==> src/rtl/core/sphv_div.sv <==
// ----------------------------------------------------------------------------
// sphv_div: pipelined restoring divider
// A row of cells, one quotient bit each, most significant first. Each cell
// compares against the shifted divisor and hands remainder and quotient on.
// ----------------------------------------------------------------------------
module sphv_div #(
    parameter int NW = 24,
    parameter int DW = 7,
    parameter int QB = 17
) (
    input  logic          i_clk,
    input  logic [NW-1:0] i_dividend,
    input  logic [DW-1:0] i_divisor,
    output logic [QB-1:0] o_quot
);
    logic [NW-1:0] r_rem [QB];
    logic [DW-1:0] r_dvs [QB];
    logic [QB-1:0] r_quo [QB];

    for (genvar gi = 0; gi < QB; gi++) begin : g_cell
        localparam int B = QB - 1 - gi;
        logic [NW-1:0] w_rem_in;
        logic [NW-1:0] w_sub;
        logic [DW-1:0] w_dvs_in;
        logic [QB-1:0] w_quo_in;
        logic          w_ge;

        if (gi == 0) begin : g_head
            assign w_rem_in = i_dividend;
            assign w_dvs_in = i_divisor;
            assign w_quo_in = '0;
        end else begin : g_link
            assign w_rem_in = r_rem[gi-1];
            assign w_dvs_in = r_dvs[gi-1];
            assign w_quo_in = r_quo[gi-1];
        end

        assign w_sub = NW'(w_dvs_in) << B;
        assign w_ge  = (w_rem_in >= w_sub);

        always_ff @(posedge i_clk) begin
            r_rem[gi] <= w_ge ? (w_rem_in - w_sub) : w_rem_in;
            r_dvs[gi] <= w_dvs_in;
            r_quo[gi] <= w_ge ? (w_quo_in | (QB'(1) << B)) : w_quo_in;
        end
    end

    assign o_quot = r_quo[QB-1];
endmodule

==> config.mk <==
export PLATFORM = sky130hd
export DESIGN_NAME = sphv_div
export DESIGN_NICKNAME = d
export VERILOG_FILES = /design/src/rtl/core/sphv_div.sv
export SDC_FILE = /design/constraint.sdc
export NUM_CORES = 1
export LEC_CHECK = 0
export ABC_AREA = 1
export BUFFER_PORTS_ARGS = -buffer_cell sky130_fd_sc_hd__buf_2
export CORE_MARGIN = 5
export CORE_UTILIZATION = 60
export DETAILED_ROUTE_END_ITERATION = 8
export MAX_ROUTING_LAYER = met4
export PLACE_DENSITY = 0.85
export REMOVE_ABC_BUFFERS = 1
export SLEW_MARGIN = 20
export SYNTH_ARGS = -nofsm -noshare
export SYNTH_HDL_FRONTEND = slang
export SYNTH_SLANG_ARGS = --single-unit
==> constraint.sdc <==
create_clock -name i_clk -period 2.5 [get_ports i_clk]
set_input_delay 0.125 -clock i_clk [delete_from_list [all_inputs] [get_ports i_clk]]
set_output_delay 0.125 -clock i_clk [all_outputs]
set_load 0.1 [all_outputs]
Word level (Yosys, flattened, before mapping)
Memory sizes are Yosys's and may differ from the RTL's.
Index checks and enable logic that the tools add are counted.

storage, ports and cells
  register bits = 0
  RAM bits = 816
  output and inout bits = 17
  word-level logic and storage cells = 71
  memories kept = 3

memories
  name   words  width  read ports  clocked after memory_dff  write ports  line  text
  r_rem  17     24     16          0                         17           16    logic [NW-1:0] r_rem [QB];
  r_quo  17     17     17          0                         17           18    logic [QB-1:0] r_quo [QB];
  r_dvs  17     7      16          0                         17           17    logic [DW-1:0] r_dvs [QB];

operators by class
  add/sub/neg operators = 17
  magnitude comparators = 17
  mux-type cells = 34

operators with widths
  operator                        number
  2-to-1 mux 24 bit               17
  >= comparator 24 x 10 -> 1 bit  1
  >= comparator 24 x 11 -> 1 bit  1
  >= comparator 24 x 12 -> 1 bit  1
  >= comparator 24 x 13 -> 1 bit  1
  >= comparator 24 x 14 -> 1 bit  1
  >= comparator 24 x 15 -> 1 bit  1
  >= comparator 24 x 16 -> 1 bit  1
  >= comparator 24 x 17 -> 1 bit  1
  >= comparator 24 x 18 -> 1 bit  1
  >= comparator 24 x 19 -> 1 bit  1
  >= comparator 24 x 20 -> 1 bit  1
  >= comparator 24 x 21 -> 1 bit  1
  >= comparator 24 x 22 -> 1 bit  1
  >= comparator 24 x 23 -> 1 bit  1
  >= comparator 24 x 7 -> 1 bit   1
  >= comparator 24 x 8 -> 1 bit   1
  >= comparator 24 x 9 -> 1 bit   1
  subtractor 24 x 10 -> 24 bit    1
  subtractor 24 x 11 -> 24 bit    1
  subtractor 24 x 12 -> 24 bit    1
  subtractor 24 x 13 -> 24 bit    1
  subtractor 24 x 14 -> 24 bit    1
  subtractor 24 x 15 -> 24 bit    1
  28 further kinds                28

Depth between registers and ports, before layout
An unclocked memory read counts as a cell.

  depth after elaboration = 3
  mapped depth = 14
  gate-level depth less buffers = 14

Worst setup path after synthesis
No wires, ideal clock.

  kind = reg-to-reg
  start point = memory r_rem[11][4], in the netlist r_rem[0][268]
  end point = memory r_rem[12][9], in the netlist r_rem[0][297]
  arrival = 1841 ps
  path slack = 547 ps
  cell stages (with the launch flop) = 14
  clock period less this slack = 1953 ps
  cell sequence = dfxtp_1 inv_1 ha_1 fa_1 nand3b_1 nand2_2 nand2_1 nand2_2 nor2_4 nand2_4 inv_4 buf_8 nand2_2 nand2_1

RTL lines
  element          line
  start, declared  16

==> flow_summary_export.csv <==
group,metric,value,unit
timing,max_freq,422,MHz
min_path,hold_path_class,"primary input to flop",
worst_setup_path,rr_worst_depth,10,
layout,fillCellCount,3248,
global_route,globalRouteOverflowTotal,0,
drt,first_iter_violations,1757,
drt,drc,0,
layout,finish.utilization,68.8,%
yosys,synth-edff-count,0,
die,die_area,0.0483,mm2
clock_network,cts_hold_buf,36,
power,ir_drop,1.02,mV
timing,period_share,94.9,%
drt,vias,21696,
yosys,synthesis.area,0.0264,mm2
timing,finalClockSkew,0.0601,ns
worst_setup_path,r2r-start,"r_dvs[0][12]$_DFF_P_",
layout,syn_to_final_growth,12.8,%
yosys,synth_area_leaders,"dfxtp_1 (49%), nand2_1 (12%), inv_1 (6.9%)",
worst_setup_path,cp.required,3.03,ns
drt,vias_per_cell,5.28,
die,start_util,61.0,%
clock_network,cts.path.max_buffers,3,
worst_setup_path,r2r_end,"r_rem[0][68]$_DFF_P_",
clock_network,clockRootBuffer,"clkbuf_16",
worst_setup_path,cp.arrival,2.90,ns
clock_network,post_cts_buffers,0,
placed_design,dp_slack,0.344,ns
yosys,yosysUniqueCellTypes,55,
worst_setup_path,setup.worst_path.class,"flop to flop",
yosys,synth_most_common_cell,"nand2_1",
drt,ant_nets,0,
power,power_leakage,14.4,nW
die,coreArea,0.0433,mm2
die,rows,76,
placed_design,gp_congestion,0.963,
clock_network,cts_tree,"done",
timing,rsz0062_at_grt,"no",
die,die_h,220,um
yosys,synth_common_cells,"nand2_1 (879), dfxtp_1 (649), inv_1 (485)",
die,io_pins,49,
layout,design_area,0.0298,mm2
placed_design,hpwl,43400,um
run,drv_cap,0,
clock_network,cts_num_sinks,649,
layout,final_cell_count_no_fill,4112,
drt,routedWlPerCell,15.1,um
timing,tns,0,ns
die,die_x,220,um
clock_network,htree_levels,2,
clock_network,clk_pin_slew,0.07,ns
timing,slew_violations,0,
global_route,grt_pass1_vias,21180,
clock_network,cts_buffers,61,
timing,setup_violations,0,
yosys,synthCells,3340,
global_route,grt_pass1_wl,103000,um
yosys,ys.flop_type,"dfxtp_1",
global_route,antenna_found_initial,1,
placed_design,dp_cells,3961,
worst_setup_path,critPathCaptureType,"flop",
yosys,ys_seq_area_share,49.2,%
yosys,yosys_warnings,0,
worst_setup_path,cp-start-kind,"flop",
placed_design,place_area,0.0272,mm2
timing,fin_crit,2.37,ns
drt,drt-pass1-iter-count,6,
layout,drive_gt1_share,7.23,%
outcome,status,"completed",
timing,slew_headroom,59.0,%
yosys,yosys.area.top_type,"dfxtp_1",
power,p_per_area,1280,mW/mm2
global_route,grt_max_degree,21,
clock_network,cts-resized-gates,0,
yosys,synth_seq_cells,649,
yosys,synth_top_area_share,49.2,%
global_route,track_usage,26.7,%
timing,worstMarginPinSlew,0.608,ns
drt,wl,62100,um
layout,fin_nets,3642,
worst_setup_path,r2r_setup_slack,0.13,ns
clock_network,clock_latency,0.65,ns
worst_setup_path,crit_fanout,17,
worst_setup_path,timing.critical_path.from,"r_dvs[0][12]$_DFF_P_",
timing,fin_ws,0.128,ns
worst_setup_path,crit_end,"r_rem[0][68]$_DFF_P_",
yosys,async_reset_ff_share,0,%
placed_design,port_buffers,48,
yosys,avgSynthCellArea,7.91,um2
timing,finalHoldViolations,0,
==> kinds of logic (layout without fill, tap and decap cells) <==
group / Yosys count / count (layout) / synth area share (%)
AOI/OAI and AO/OA: 278 / 278 / 5.93
buffers and inverters: 517 / 703 / 7.83
adders and majority gates: 135 / 135 / 6.85
DFF: 649 / 649 / 49.2
xor gates and xnor gates: 91 / 91 / 3.02
other: 0 / 1 / 0
and+or+nand+nor: 1670 / 1670 / 27.2
==> worst min-delay path by stage <==
| stage | start | end | slack, ns | cells past startpoint |
|---|---|---|---|---|
| final | i_dividend[7] | r_rem[0][7]$_DFF_P_ | 0.13 | 2 |
| after global routing | i_dividend[7] | r_rem[0][7]$_DFF_P_ | 0.12 | 2 |
| after CTS | i_dividend[15] | r_rem[0][15]$_DFF_P_ | 0.11 | 2 |
| after detailed placement | i_dividend[10] | r_rem[0][10]$_DFF_P_ | 0.24 | 1 |
| after global placement | i_dividend[11] | r_rem[0][11]$_DFF_P_ | 0.24 | 1 |
| after floorplan | i_divisor[0] | r_dvs[0][0]$_DFF_P_ | 0.15 | 0 |
==> through the flow <==
step,hold slack [ns],power [mW]
after floorplan,0.153,24.7
after global placement,0.240,27.6
after detailed placement,0.241,27.8
after CTS,0.107,37.9
after global routing,0.123,40.7
final,0.134,38.0
==> cells in the final DEF (no fill, tap or decap), types with 14 or more instances in the layout <==
master,n
a21oi_1,119
a21oi_2,14
buf_2,48
clkbuf_16,62
dfxtp_1,649
dlygate4sd3_1,36
fa_1,16
ha_1,119
inv_1,485
nand2_1,879
nand2_2,17
nand3_1,197
nand3b_1,37
nand4_1,65
nor2_1,364
nor2_2,15
nor3_1,53
o21ai_0,69
o21ai_1,40
xnor2_1,37
xor2_1,54
==> critical path: stages (launching register included) <==
cell and delay [ns]:
dfxtp_1 0.37, inv_1 0.06, ha_1 0.37, a21oi_1 0.32, o21ai_0 0.21, nand2_1 0.12
nand3_1 0.15, nor2_4 0.36, inv_1 0.12, nand2_1 0.09, nand2_1 0.07
==> power by group <==
part | total [mW] | leakage (nW) | switching, mW | internal [mW]
clock | 9.83 | 1.06 | 4.09 | 5.73
sequential | 15.1 | 5.44 | 2.00 | 13.1
combinational | 13.1 | 7.87 | 8.46 | 4.67
==> area by class of cell <==
class / instances / area (um2) / share of cell area [%]
Timing Repair Buffer: 92 / 673 / 2.26
Multi-Input combinational cell: 2174 / 11300 / 38.1
Clock buffer: 82 / 1730 / 5.80
Clock inverter: 32 / 449 / 1.51
Tap cell: 585 / 732 / 2.46
Antenna cell: 1 / 2.50 / 0.00840
Inverter: 497 / 1870 / 6.28
Sequential cell: 649 / 13000 / 43.6
==> metal layers <==
metal	track usage (%)	routed length, um
met5	-	0
met4	10.2	2470
met3	4.46	3870
met2	46.0	30400
met1	31.4	25400
==> state kept, by name (all words and copies together) (netlist names) <==
name   count
r_dvs    112
r_quo    153
r_rem    384
Note: power is estimated with default switching activity, not from simulation.
